$ cat src/rtl/csvp_pkg.sv
// ----------------------------------------------------------------------------
// csvp_pkg
// Shared types and constants of the CSV record parser.
// ----------------------------------------------------------------------------
package csvp_pkg;

  // Configuration register indexes
  localparam int CFG_IDX_W = 4;
  localparam logic [CFG_IDX_W-1:0] CFG_DELIMITER     = 4'd0;
  localparam logic [CFG_IDX_W-1:0] CFG_HEADER_ENABLE = 4'd1;

  localparam logic [7:0] DELIMITER_RESET = 8'd44;
  localparam logic [7:0] QUOTE_BYTE      = 8'h22;
  localparam logic [7:0] NEWLINE_BYTE    = 8'h0A;

  // Widest internal fields over the whole parameter range
  localparam int FIDX_W = 6;
  localparam int FLEN_W = 16;
  localparam int LLEN_W = 20;

  // Decoupling queue between classifier and statistics
  localparam int Q_DEPTH = 2;
  localparam int Q_AW    = $clog2(Q_DEPTH);

  typedef enum logic [2:0] {
    KIND_QUOTE      = 3'd0,
    KIND_DATA       = 3'd1,
    KIND_FIELD_END  = 3'd2,
    KIND_RECORD_END = 3'd3,
    KIND_INCOMPLETE = 3'd4
  } kind_t;

  // Classified byte, as handed from the front to the back
  typedef struct packed {
    kind_t             kind;
    logic [7:0]        data;
    logic [FIDX_W-1:0] fidx;
    logic [FLEN_W-1:0] fpos;
    logic [FLEN_W-1:0] flen;
    logic [LLEN_W-1:0] llen;
    logic              ovf;
  } op_t;

  typedef struct packed {
    logic load;
    logic value;
  } hdr_load_t;

  typedef struct packed {
    kind_t       kind;
    logic [7:0]  out_byte;
    logic [3:0]  field_index;
    logic [7:0]  data_pos;
    logic        in_header;
    logic [7:0]  field_max_len;
    logic [31:0] line_count;
    logic [11:0] max_line_len;
    logic        overflow;
  } res_t;

endpackage

$ cat src/rtl/csvp_if.sv
// ----------------------------------------------------------------------------
// csvp_if
// Valid/ready channels of the CSV record parser: bytes in, results out and
// the configuration write port.
// ----------------------------------------------------------------------------
interface csvp_in_if;
  logic       valid;
  logic       ready;
  logic [7:0] in_byte;
  logic       end_of_input;

  modport source (output valid, in_byte, end_of_input, input ready);
  modport sink   (input valid, in_byte, end_of_input, output ready);
endinterface

interface csvp_out_if;
  logic        valid;
  logic        ready;
  logic [2:0]  kind;
  logic [7:0]  out_byte;
  logic [3:0]  field_index;
  logic [7:0]  data_pos;
  logic        in_header;
  logic [7:0]  field_max_len;
  logic [31:0] line_count;
  logic [11:0] max_line_len;
  logic        overflow;

  modport source (output valid, kind, out_byte, field_index, data_pos, in_header,
                  field_max_len, line_count, max_line_len, overflow, input ready);
  modport sink   (input valid, kind, out_byte, field_index, data_pos, in_header,
                  field_max_len, line_count, max_line_len, overflow, output ready);
endinterface

interface csvp_cfg_if;
  import csvp_pkg::*;
  logic                 valid;
  logic                 ready;
  logic [CFG_IDX_W-1:0] reg_index;
  logic [7:0]           wdata;

  modport source (output valid, reg_index, wdata, input ready);
  modport sink   (input valid, reg_index, wdata, output ready);
endinterface

$ cat src/rtl/csvp_queue.sv
// ----------------------------------------------------------------------------
// csvp_queue
// Short FIFO of classified bytes between the front and the back.
// ----------------------------------------------------------------------------
module csvp_queue (
  input  logic          clk,
  input  logic          rst,
  input  logic          push_valid,
  output logic          push_ready,
  input  csvp_pkg::op_t push_op,
  output logic          pop_valid,
  input  logic          pop_ready,
  output csvp_pkg::op_t pop_op
);
  import csvp_pkg::*;

  op_t             slots [Q_DEPTH];
  logic [Q_AW-1:0] wr_ptr;
  logic [Q_AW-1:0] rd_ptr;
  logic [Q_AW:0]   count;
  logic            push;
  logic            pop;

  assign push_ready = (count != (Q_AW + 1)'(Q_DEPTH));
  assign pop_valid  = (count != '0);
  assign push       = push_valid && push_ready;
  assign pop        = pop_valid && pop_ready;
  assign pop_op     = slots[rd_ptr];

  always_ff @(posedge clk) begin
    if (rst) begin
      wr_ptr <= '0;
      rd_ptr <= '0;
      count  <= '0;
    end else begin
      if (push) wr_ptr <= wr_ptr + Q_AW'(1);
      if (pop)  rd_ptr <= rd_ptr + Q_AW'(1);
      if (push && !pop)      count <= count + (Q_AW + 1)'(1);
      else if (pop && !push) count <= count - (Q_AW + 1)'(1);
    end
  end

  always_ff @(posedge clk) begin
    if (push) slots[wr_ptr] <= push_op;
  end

endmodule

$ cat src/rtl/csvp_front.sv
// ----------------------------------------------------------------------------
// csvp_front
// Byte classifier: tracks quoting, field index, positions and lengths.
// ----------------------------------------------------------------------------
module csvp_front #(
  parameter int MAX_FIELDS      = 16,
  parameter int MAX_FIELD_BYTES = 255,
  parameter int MAX_LINE_BYTES  = 4095
) (
  input  logic          clk,
  input  logic          rst,
  csvp_in_if.sink       bytes,
  input  logic [7:0]    delimiter,
  output logic          push_valid,
  input  logic          push_ready,
  output csvp_pkg::op_t push_op
);
  import csvp_pkg::*;

  localparam int FW = (MAX_FIELDS > 1) ? $clog2(MAX_FIELDS) : 1;
  localparam int PW = $clog2(MAX_FIELD_BYTES + 1);
  localparam int LW = $clog2(MAX_LINE_BYTES + 1);

  typedef enum logic [2:0] {
    MODE_OUT      = 3'b001,
    MODE_QUOTED   = 3'b010,
    MODE_UNQUOTED = 3'b100
  } mode_t;

  mode_t         mode, mode_next;
  logic [FW-1:0] cur_field, cur_field_next;
  logic [PW-1:0] byte_pos, byte_pos_next;
  logic [PW-1:0] fld_bytes, fld_bytes_next;
  logic [LW-1:0] rec_bytes, rec_bytes_next;

  logic          accept;
  logic          line_sat, flen_sat, bpos_sat;
  logic [LW-1:0] line_inc;
  logic [PW-1:0] flen_inc;
  logic [PW-1:0] bpos_inc;
  logic          quoted;

  assign bytes.ready = push_ready;
  assign accept      = bytes.valid && push_ready;
  assign quoted      = (mode == MODE_QUOTED);

  assign line_sat = (rec_bytes >= LW'(MAX_LINE_BYTES));
  assign line_inc = line_sat ? LW'(MAX_LINE_BYTES) : rec_bytes + LW'(1);
  assign flen_sat = (fld_bytes >= PW'(MAX_FIELD_BYTES));
  assign flen_inc = flen_sat ? PW'(MAX_FIELD_BYTES) : fld_bytes + PW'(1);
  assign bpos_sat = (byte_pos >= PW'(MAX_FIELD_BYTES));
  assign bpos_inc = bpos_sat ? PW'(MAX_FIELD_BYTES) : byte_pos + PW'(1);

  always_comb begin
    mode_next      = mode;
    cur_field_next = cur_field;
    byte_pos_next  = byte_pos;
    fld_bytes_next = fld_bytes;
    rec_bytes_next = rec_bytes;
    push_valid     = 1'b0;
    push_op.kind   = KIND_DATA;
    push_op.data   = 8'd0;
    push_op.fidx   = FIDX_W'(cur_field);
    push_op.fpos   = '0;
    push_op.flen   = FLEN_W'(fld_bytes);
    push_op.llen   = LLEN_W'(line_inc);
    push_op.ovf    = 1'b0;

    if (accept) begin
      if (bytes.end_of_input) begin
        // drop a bare end marker; report a partial record otherwise
        if (rec_bytes != '0) begin
          push_valid     = 1'b1;
          push_op.kind   = KIND_INCOMPLETE;
          push_op.llen   = '0;
          mode_next      = MODE_OUT;
          cur_field_next = '0;
          byte_pos_next  = '0;
          fld_bytes_next = '0;
          rec_bytes_next = '0;
        end
      end else begin
        push_valid     = 1'b1;
        push_op.ovf    = line_sat;
        rec_bytes_next = line_inc;
        if (!quoted && bytes.in_byte == delimiter) begin
          push_op.kind = KIND_FIELD_END;
          if (cur_field >= FW'(MAX_FIELDS - 1)) begin
            push_op.ovf = 1'b1;
          end else begin
            cur_field_next = cur_field + FW'(1);
          end
          byte_pos_next  = '0;
          fld_bytes_next = '0;
          mode_next      = MODE_OUT;
        end else if (!quoted && bytes.in_byte == NEWLINE_BYTE) begin
          push_op.kind   = KIND_RECORD_END;
          mode_next      = MODE_OUT;
          cur_field_next = '0;
          byte_pos_next  = '0;
          fld_bytes_next = '0;
          rec_bytes_next = '0;
        end else if ((mode == MODE_OUT || quoted) && bytes.in_byte == QUOTE_BYTE) begin
          push_op.kind   = KIND_QUOTE;
          push_op.ovf    = line_sat || flen_sat;
          fld_bytes_next = flen_inc;
          mode_next      = quoted ? MODE_OUT : MODE_QUOTED;
        end else begin
          push_op.kind   = KIND_DATA;
          push_op.data   = bytes.in_byte;
          push_op.ovf    = line_sat || flen_sat || bpos_sat;
          push_op.fpos   = bpos_sat ? FLEN_W'(MAX_FIELD_BYTES - 1) : FLEN_W'(byte_pos);
          fld_bytes_next = flen_inc;
          byte_pos_next  = bpos_inc;
          if (!quoted) mode_next = MODE_UNQUOTED;
        end
      end
    end
  end

  always_ff @(posedge clk) begin
    if (rst) begin
      mode      <= MODE_OUT;
      cur_field <= '0;
      byte_pos  <= '0;
      fld_bytes <= '0;
      rec_bytes <= '0;
    end else begin
      mode      <= mode_next;
      cur_field <= cur_field_next;
      byte_pos  <= byte_pos_next;
      fld_bytes <= fld_bytes_next;
      rec_bytes <= rec_bytes_next;
    end
  end

endmodule

$ cat src/rtl/csvp_back.sv
// ----------------------------------------------------------------------------
// csvp_back
// Statistics unit: header tracking, per-field maximum table, record count,
// longest record, and the result register.
// ----------------------------------------------------------------------------
module csvp_back #(
  parameter int MAX_FIELDS      = 16,
  parameter int MAX_FIELD_BYTES = 255,
  parameter int MAX_LINE_BYTES  = 4095
) (
  input  logic               clk,
  input  logic               rst,
  input  logic               op_valid,
  output logic               op_ready,
  input  csvp_pkg::op_t      op_in,
  input  csvp_pkg::hdr_load_t hdr_load,
  csvp_out_if.source         results
);
  import csvp_pkg::*;

  localparam int FW = (MAX_FIELDS > 1) ? $clog2(MAX_FIELDS) : 1;
  localparam int PW = $clog2(MAX_FIELD_BYTES + 1);
  localparam int LW = $clog2(MAX_LINE_BYTES + 1);

  logic            exec_valid;
  op_t             exec_op;
  logic            exec_fire;
  logic            pop;

  logic [PW-1:0]   tbl_mem [MAX_FIELDS];
  logic [PW-1:0]   tbl_rdata;
  logic [MAX_FIELDS-1:0] tbl_valid;
  logic            tbl_we;
  logic [FW-1:0]   pop_addr;
  logic [FW-1:0]   exec_addr;

  logic            fwd_valid;
  logic [FW-1:0]   fwd_addr;
  logic [PW-1:0]   fwd_data;

  logic [PW-1:0]   entry;
  logic [PW-1:0]   exec_flen;
  logic [PW-1:0]   fmax;
  logic [LW-1:0]   exec_llen;
  logic            is_close;
  logic            is_record;
  logic            upd;

  logic            header_pending;
  logic [31:0]     records, records_next;
  logic [LW-1:0]   longest, longest_next;

  logic            out_valid;
  res_t            out_res;
  res_t            res;

  assign exec_fire = exec_valid && (!out_valid || results.ready);
  assign op_ready  = !exec_valid || exec_fire;
  assign pop       = op_valid && op_ready;
  assign pop_addr  = FW'(op_in.fidx);
  assign exec_addr = FW'(exec_op.fidx);
  assign exec_flen = PW'(exec_op.flen);
  assign exec_llen = LW'(exec_op.llen);

  always_comb begin
    // a write on the edge of the read is not in the read data yet
    if (fwd_valid && fwd_addr == exec_addr) entry = fwd_data;
    else if (tbl_valid[exec_addr])          entry = tbl_rdata;
    else                                    entry = '0;

    is_close  = (exec_op.kind == KIND_FIELD_END) || (exec_op.kind == KIND_RECORD_END);
    is_record = (exec_op.kind == KIND_RECORD_END);
    upd       = is_close && !header_pending && (exec_flen >= entry);
    tbl_we    = exec_fire && upd;
    fmax      = is_close ? (upd ? exec_flen : entry) : '0;

    records_next = records;
    longest_next = longest;
    if (is_record && !header_pending) begin
      records_next = records + 32'd1;
      if (exec_llen >= longest) longest_next = exec_llen;
    end

    res.kind          = exec_op.kind;
    res.out_byte      = exec_op.data;
    res.field_index   = 4'(exec_op.fidx);
    res.data_pos      = 8'(exec_op.fpos);
    res.in_header     = header_pending;
    res.field_max_len = 8'(fmax);
    res.line_count    = records_next;
    res.max_line_len  = 12'(longest_next);
    res.overflow      = exec_op.ovf;
  end

  always_ff @(posedge clk) begin
    if (tbl_we) tbl_mem[exec_addr] <= exec_flen;
    if (pop)    tbl_rdata <= tbl_mem[pop_addr];
  end

  always_ff @(posedge clk) begin
    if (rst) begin
      exec_valid     <= 1'b0;
      fwd_valid      <= 1'b0;
      tbl_valid      <= '0;
      out_valid      <= 1'b0;
      header_pending <= 1'b1;
      records        <= '0;
      longest        <= '0;
    end else begin
      if (pop) begin
        exec_valid <= 1'b1;
        fwd_valid  <= tbl_we;
      end else if (exec_fire) begin
        exec_valid <= 1'b0;
      end
      if (tbl_we) tbl_valid[exec_addr] <= 1'b1;
      if (exec_fire) begin
        out_valid <= 1'b1;
        records   <= records_next;
        longest   <= longest_next;
      end else if (results.ready) begin
        out_valid <= 1'b0;
      end
      if (hdr_load.load) begin
        header_pending <= hdr_load.value;
      end else if (exec_fire && is_record && header_pending) begin
        header_pending <= 1'b0;
      end
    end
  end

  always_ff @(posedge clk) begin
    if (pop) begin
      exec_op  <= op_in;
      fwd_addr <= exec_addr;
      fwd_data <= exec_flen;
    end
    if (exec_fire) out_res <= res;
  end

  assign results.valid         = out_valid;
  assign results.kind          = out_res.kind;
  assign results.out_byte      = out_res.out_byte;
  assign results.field_index   = out_res.field_index;
  assign results.data_pos      = out_res.data_pos;
  assign results.in_header     = out_res.in_header;
  assign results.field_max_len = out_res.field_max_len;
  assign results.line_count    = out_res.line_count;
  assign results.max_line_len  = out_res.max_line_len;
  assign results.overflow      = out_res.overflow;

endmodule

$ cat src/rtl/csv_record_parser.sv
// ----------------------------------------------------------------------------
// csv_record_parser
// Byte-serial CSV field splitter with per-field and per-record statistics.
// ----------------------------------------------------------------------------
// Feed one text byte per request on "bytes"; each byte yields one result on
// "results" classifying it as a consumed quote, a field data byte, a field end
// or a record end, with the field index, data position, header flag and the
// running statistics (data record count, longest record, and the updated
// maximum length of the field just closed). An end-of-input request reports
// a dropped partial record, or nothing when no record is open. The block
// sustains one byte per clock cycle while results are taken; the classifier
// updates quote mode, field index and position counters as it takes each byte.
// A result passes through the queue, the execute register and the result
// register before it is presented, and the two-entry queue plus the result
// register let either side stall briefly without stopping the other. The
// per-field maximum table is cleared at reset through per-entry
// valid bits, so no clearing pass is needed and the block takes bytes from
// the first cycle after reset. Configuration writes (delimiter, header
// enable) are taken at any time but belong to idle periods; writing header
// enable also rearms (bit 0 set) or disables header detection for the next record.
// ----------------------------------------------------------------------------
module csv_record_parser #(
  parameter int MAX_FIELDS      = 16,
  parameter int MAX_FIELD_BYTES = 255,
  parameter int MAX_LINE_BYTES  = 4095
) (
  input  logic        clk,
  input  logic        rst,
  csvp_in_if.sink     bytes,
  csvp_out_if.source  results,
  csvp_cfg_if.sink    cfg
);
  import csvp_pkg::*;

  logic      [7:0] delimiter;
  logic            cfg_write;
  hdr_load_t       hdr_load;

  logic            q_push_valid;
  logic            q_push_ready;
  op_t             q_push_op;
  logic            q_pop_valid;
  logic            q_pop_ready;
  op_t             q_pop_op;

  // Configuration: always ready; writes the delimiter register or loads the header flag
  assign cfg.ready      = 1'b1;
  assign cfg_write      = cfg.valid && cfg.ready;
  assign hdr_load.load  = cfg_write && (cfg.reg_index == CFG_HEADER_ENABLE);
  assign hdr_load.value = cfg.wdata[0];

  always_ff @(posedge clk) begin
    if (rst) begin
      delimiter <= DELIMITER_RESET;
    end else if (cfg_write && cfg.reg_index == CFG_DELIMITER) begin
      delimiter <= cfg.wdata;
    end
  end

  // Front: classify each byte and advance the position counters
  csvp_front #(
    .MAX_FIELDS      (MAX_FIELDS),
    .MAX_FIELD_BYTES (MAX_FIELD_BYTES),
    .MAX_LINE_BYTES  (MAX_LINE_BYTES)
  ) u_front (
    .clk        (clk),
    .rst        (rst),
    .bytes      (bytes),
    .delimiter  (delimiter),
    .push_valid (q_push_valid),
    .push_ready (q_push_ready),
    .push_op    (q_push_op)
  );

  // Queue: decouple classification from statistics
  csvp_queue u_queue (
    .clk        (clk),
    .rst        (rst),
    .push_valid (q_push_valid),
    .push_ready (q_push_ready),
    .push_op    (q_push_op),
    .pop_valid  (q_pop_valid),
    .pop_ready  (q_pop_ready),
    .pop_op     (q_pop_op)
  );

  // Back: update the header flag, the field table and the record statistics
  csvp_back #(
    .MAX_FIELDS      (MAX_FIELDS),
    .MAX_FIELD_BYTES (MAX_FIELD_BYTES),
    .MAX_LINE_BYTES  (MAX_LINE_BYTES)
  ) u_back (
    .clk      (clk),
    .rst      (rst),
    .op_valid (q_pop_valid),
    .op_ready (q_pop_ready),
    .op_in    (q_pop_op),
    .hdr_load (hdr_load),
    .results  (results)
  );

endmodule

$ cat src/flat_wrapper.sv
// flat-port wrapper written by rule: the top's interface ports become plain ports
module csv_record_parser_flat import csvp_pkg::*;
#(
  parameter int MAX_FIELDS      = 16,
  parameter int MAX_FIELD_BYTES = 255,
  parameter int MAX_LINE_BYTES  = 4095
)
  (clk, rst, bytes_valid, bytes_in_byte, bytes_end_of_input, bytes_ready, results_valid, results_kind, results_out_byte, results_field_index, results_data_pos, results_in_header, results_field_max_len, results_line_count, results_max_line_len, results_overflow, results_ready, cfg_valid, cfg_reg_index, cfg_wdata, cfg_ready);
  csvp_in_if bytes_i ();
  csvp_out_if results_i ();
  csvp_cfg_if cfg_i ();
  input  logic clk;
  input  logic rst;
  input wire logic [$bits(bytes_i.valid)-1:0] bytes_valid;
  input wire logic [$bits(bytes_i.in_byte)-1:0] bytes_in_byte;
  input wire logic [$bits(bytes_i.end_of_input)-1:0] bytes_end_of_input;
  output wire logic [$bits(bytes_i.ready)-1:0] bytes_ready;
  output wire logic [$bits(results_i.valid)-1:0] results_valid;
  output wire logic [$bits(results_i.kind)-1:0] results_kind;
  output wire logic [$bits(results_i.out_byte)-1:0] results_out_byte;
  output wire logic [$bits(results_i.field_index)-1:0] results_field_index;
  output wire logic [$bits(results_i.data_pos)-1:0] results_data_pos;
  output wire logic [$bits(results_i.in_header)-1:0] results_in_header;
  output wire logic [$bits(results_i.field_max_len)-1:0] results_field_max_len;
  output wire logic [$bits(results_i.line_count)-1:0] results_line_count;
  output wire logic [$bits(results_i.max_line_len)-1:0] results_max_line_len;
  output wire logic [$bits(results_i.overflow)-1:0] results_overflow;
  input wire logic [$bits(results_i.ready)-1:0] results_ready;
  input wire logic [$bits(cfg_i.valid)-1:0] cfg_valid;
  input wire logic [$bits(cfg_i.reg_index)-1:0] cfg_reg_index;
  input wire logic [$bits(cfg_i.wdata)-1:0] cfg_wdata;
  output wire logic [$bits(cfg_i.ready)-1:0] cfg_ready;
  assign bytes_i.valid = bytes_valid;
  assign bytes_i.in_byte = bytes_in_byte;
  assign bytes_i.end_of_input = bytes_end_of_input;
  assign bytes_ready = bytes_i.ready;
  assign results_valid = results_i.valid;
  assign results_kind = results_i.kind;
  assign results_out_byte = results_i.out_byte;
  assign results_field_index = results_i.field_index;
  assign results_data_pos = results_i.data_pos;
  assign results_in_header = results_i.in_header;
  assign results_field_max_len = results_i.field_max_len;
  assign results_line_count = results_i.line_count;
  assign results_max_line_len = results_i.max_line_len;
  assign results_overflow = results_i.overflow;
  assign results_i.ready = results_ready;
  assign cfg_i.valid = cfg_valid;
  assign cfg_i.reg_index = cfg_reg_index;
  assign cfg_i.wdata = cfg_wdata;
  assign cfg_ready = cfg_i.ready;
  csv_record_parser #(.MAX_FIELDS(MAX_FIELDS), .MAX_FIELD_BYTES(MAX_FIELD_BYTES), .MAX_LINE_BYTES(MAX_LINE_BYTES)) u_core (.clk(clk), .rst(rst), .bytes(bytes_i), .results(results_i), .cfg(cfg_i));
endmodule
$ cat config.mk
export PLATFORM = sky130hd
export DESIGN_NAME = csv_record_parser_flat
export DESIGN_NICKNAME = d
export VERILOG_FILES = /design/src/rtl/csvp_pkg.sv /design/src/rtl/csvp_if.sv /design/src/rtl/csvp_queue.sv /design/src/rtl/csvp_front.sv /design/src/rtl/csvp_back.sv /design/src/rtl/csv_record_parser.sv /design/src/flat_wrapper.sv
export SDC_FILE = /design/constraint.sdc
export NUM_CORES = 1
export LEC_CHECK = 0
export ABC_AREA = 1
export BUFFER_PORTS_ARGS = -buffer_cell sky130_fd_sc_hd__buf_2
export CORE_ASPECT_RATIO = 2
export CORE_MARGIN = 5
export CORE_UTILIZATION = 55
export DETAILED_ROUTE_END_ITERATION = 8
export HOLD_SLACK_MARGIN = 0.08
export PLACE_DENSITY_LB_ADDON = 0.08
export RECOVER_POWER = 50
export SYNTH_ARGS = -nofsm -noshare
export SYNTH_HDL_FRONTEND = slang
export SYNTH_SLANG_ARGS = --single-unit
$ cat constraint.sdc
create_clock -name clk -period 5.4 [get_ports clk]
set_clock_uncertainty 0.05 [all_clocks]
set_input_delay 1.08 -clock clk [delete_from_list [all_inputs] [get_ports clk]]
set_output_delay 1.08 -clock clk [all_outputs]
set_load 0.005 [all_outputs]
==> out/qor.yml <==
cp_top_family: "buffers and inverters"
powerDensity_nw_per_um2: 499
n_antenna_cell: 0
synth_compound_area_share_pct: 10.0
place_congestion: 0.868
numPortBuffers: 104
yosysWarningCount: 0
num-nets-final: 2218
synthFlopType: "edfxtp_1"
min_period_ns: 4.63
ioPinCount: 106
cts_buffers: 41
drt_iter0_markers: 1058
yosysTopAreaCellShare_pct: 52.0
synth_top_family_by_area: "simple AND/OR/NAND/NOR gates"
die_area_um2: 41700
hold_path.class: "flip-flop to flip-flop"
grt_start_max_net_pins: 91
slowest_stage: "clkinvlp_2"
coreArea_um2: 37200
via_per_inst: 5.51
drv_cap: 4
vdd_drop_max_mv: 0.335
critPathKind: "input pin to flip-flop"
multiInputGateArea_um2: 6230
wirelength_mm: 48.4
rows: 100
async_flop_share_pct: 0
ys_ff_latch: 469
hold_buffers: 0
synth_top_cell_by_area: "edfxtp_1"
numClockSinks: 469
synthMuxAreaShare_pct: 0
max_freq_ghz: 0.216
syn_avg_cell_area_um2: 9.94
grt_overflow_total: 0
area_growth_pct: 10.4
clock-root-buffer: "clkbuf_16"
die_h_um: 284
netlist_top_cells_area: "edfxtp_1 (52%), dfxtp_1 (11%), nand2_1 (8.3%)"
regArea_um2: 13000
yosys.area_share.xor_xnor_pct: 1.36
tightest_slew_ns: 4.59
cts_tree: "built"
path_depth: 9
setup-tns-final_ns: 0
clk_latency_ns: 0.55
critPathBufInv: 4
cts.repair.resized: 0
grt_setup_unrepaired: "no"
dp_hpwl_mm: 33.6
h-tree-depth: 2
maxSlewViolCount: 243
required_ns: 5.59
synthCells: 2073
path_clk_slew_ns: 0.07
route.vias.total: 14600
period_share_pct: 85.7
post_cts_buffers: 0
synth_edf_count: 357
outcome: "finished, violations left"
worst-r2r-cell-count: 17
yosysSeqAreaShare_pct: 62.9
failed_checks: "max-capacitance violations, max-slew violations"
cp_max_fo: 47
grt_util_all_layers_pct: 23.0
maxSlewHeadroom_pct: -206
end_kind: "flip-flop"
dpl_worst_slack_ns: 1.11
cp_slowest_stage_delay_ns: 1.51
cp_cell_sequence: "buf_2 > inv_1 > nand2_1 > nand2_2 > clkinvlp_2 > nand3_1 > inv_1 > nand2_1 > nor2_1"
syn_nets: 2126
layout-drive-gt1-share_pct: 7.28
grt_pass1_vias: 14500
drc: 0
synth_cell_type_count: 45
syn_area_um2: 20600
ant_nets: 0
start_util_pct: 55.5
wl_per_cell_um: 18.2
antenna_found_initial: 0
critPathArrivalTime_ns: 4.82
fin_util_pct: 61.2
cts_buffer_depth: 3
die_x_um: 147
grt_pass1_wl_mm: 76.4
start_kind: "input pin"
yosys.area_share.adder_pct: 1.64
synth-simple-area-share_pct: 17.5
n_fill_cell: 3156
fin_ws_ns: 0.770
finalHoldViolCount: 0
drtPass1Iterations: 5
finalSetupViolations: 0
holdPathStages: 0
leakagePower_nw: 9.06
==> registers in the layout, indices dropped and copies added, names as in the netlist, 12 cells and up, named ones only <==
| name | cells |
|---|---|
| u_core.u_back.exec_op | 20 |
| u_core.u_back.tbl_mem | 128 |
| u_core.u_back.tbl_valid | 16 |
| u_core.u_back.results.max_line_len | 12 |
| u_core.u_back.results.line_count | 32 |
| u_core.u_back.longest | 12 |
| u_core.u_back.exec_llen | 12 |
| u_core.u_back.records | 32 |
| u_core.u_queue.slots | 88 |
| u_core.u_front.rec_bytes | 12 |
==> synth_stat cells, types with 3 or more instances <==
| library cell | count |
|---|---|
| nand3b_1 | 10 |
| nor2_1 | 120 |
| o21a_1 | 7 |
| nand3_2 | 3 |
| ha_1 | 27 |
| or2_1 | 3 |
| inv_1 | 258 |
| clkbuf_1 | 46 |
| nand2_1 | 455 |
| nand2_4 | 4 |
| nand4_1 | 48 |
| dfxtp_1 | 112 |
| inv_2 | 8 |
| nand3_1 | 108 |
| xnor2_1 | 9 |
| nor2_4 | 4 |
| nor3_1 | 36 |
| o21bai_1 | 9 |
| nand2_2 | 9 |
| o21ai_1 | 14 |
| o21ai_0 | 134 |
| xor2_1 | 23 |
| nor2_2 | 8 |
| buf_4 | 5 |
| edfxtp_1 | 357 |
| buf_2 | 22 |
| a21oi_1 | 175 |
| o211ai_1 | 34 |
==> logic make-up after synthesis <==
family	Yosys count
flip-flops	469
XOR/XNOR	32
AO/OA/AOI/OAI	382
adder cells (fa/ha/maj)	27
buffers and inverters	345
other	1
AND/OR/NAND/NOR	817
==> path summary, 6_finish.rpt <==
check	start	endpoint	slack [ns]
setup reg to reg	u_core.u_back.exec_addr[0]$_DFFE_PP_	u_core.u_back.tbl_mem[6][7]$_DFFE_PP_	1.03
hold / removal	u_core.u_back.exec_op[38]$_DFFE_PP_	u_core.u_back.results.data_pos[1]$_DFFE_PP_	0.37
hold reg to reg	u_core.u_back.exec_op[38]$_DFFE_PP_	u_core.u_back.results.data_pos[1]$_DFFE_PP_	0.37
setup / recovery	results_ready	u_core.u_back.tbl_mem[6][7]$_DFFE_PP_	0.77
==> cell type report <==
class | instances | area share [%]
tap | 459 | 2.52
clock inverter | 23 | 1.09
inverter | 269 | 4.45
timing repair buffer | 125 | 2.59
clock buffer | 53 | 5.03
multi-input combinational | 1259 | 27.4
sequential | 469 | 57.0
==> worst register-to-register path: cells and delay by family (launching register included) <==
family / cells / cell delay, ns
AND/OR/NAND/NOR: 12 / 2.49
flip-flops: 1 / 0.49
AO/OA/AOI/OAI: 3 / 0.47
adder cells (fa/ha/maj): 1 / 0.26
buffers and inverters: 1 / 0.26
==> cells in the final DEF (no fill, tap or decap), types with 2 or more instances in the layout <==
master	count
nand2_1	459
edfxtp_1	357
inv_1	260
a21oi_1	175
o21ai_0	139
nor2_1	124
dfxtp_1	112
nand3_1	109
clkbuf_1	68
buf_2	53
nand4_1	48
clkbuf_16	43
nor3_1	36
o211ai_1	34
ha_1	27
xor2_1	23
nand3b_1	10
o21ai_1	10
o21bai_1	9
xnor2_1	9
buf_4	9
nand2_2	8
clkinv_1	8
o21a_1	7
inv_2	6
clkinv_2	6
nor2_2	5
bufinv_16	5
nor2_4	4
or2_1	3
clkbuf_8	3
inv_6	3
a21boi_0	2
nor4_1	2
nor3_2	2
a31oi_1	2
nand3_2	2
clkinvlp_4	2
==> metal layers <==
metal	part of all wire [%]	track usage (%)
met5	0	0
met4	4.9	10.7
met3	3.5	2.22
met2	54	43.4
met1	37	25.6
==> stage by stage <==
| step | std cells | hold WS (ns) | power, mW | instance area, µm² |
|---|---|---|---|---|
| 3_5_place_dp | 2581 | 0.355 | 8.46 | 21500 |
| 6_report | 2657 | 0.370 | 11.4 | 22800 |
| 2_1_floorplan | 2073 | 0.350 | 7.26 | 20600 |
| 5_1_grt | 2657 | 0.376 | 12.0 | 22800 |
| 4_1_cts | 2657 | 0.371 | 11.5 | 22900 |
| 3_3_place_gp | 2581 | 0.352 | 8.40 | 21500 |
==> power breakdown <==
| part | switching [mW] | leakage (nW) | internal (mW) |
|---|---|---|---|
| Sequential | 0.394 | 4.25 | 4.95 |
| Combinational | 2.19 | 4.13 | 0.783 |
| Clock | 1.30 | 0.679 | 1.74 |
| Total | 3.88 | 9.06 | 7.48 |
(Power assumes the default switching activity.)
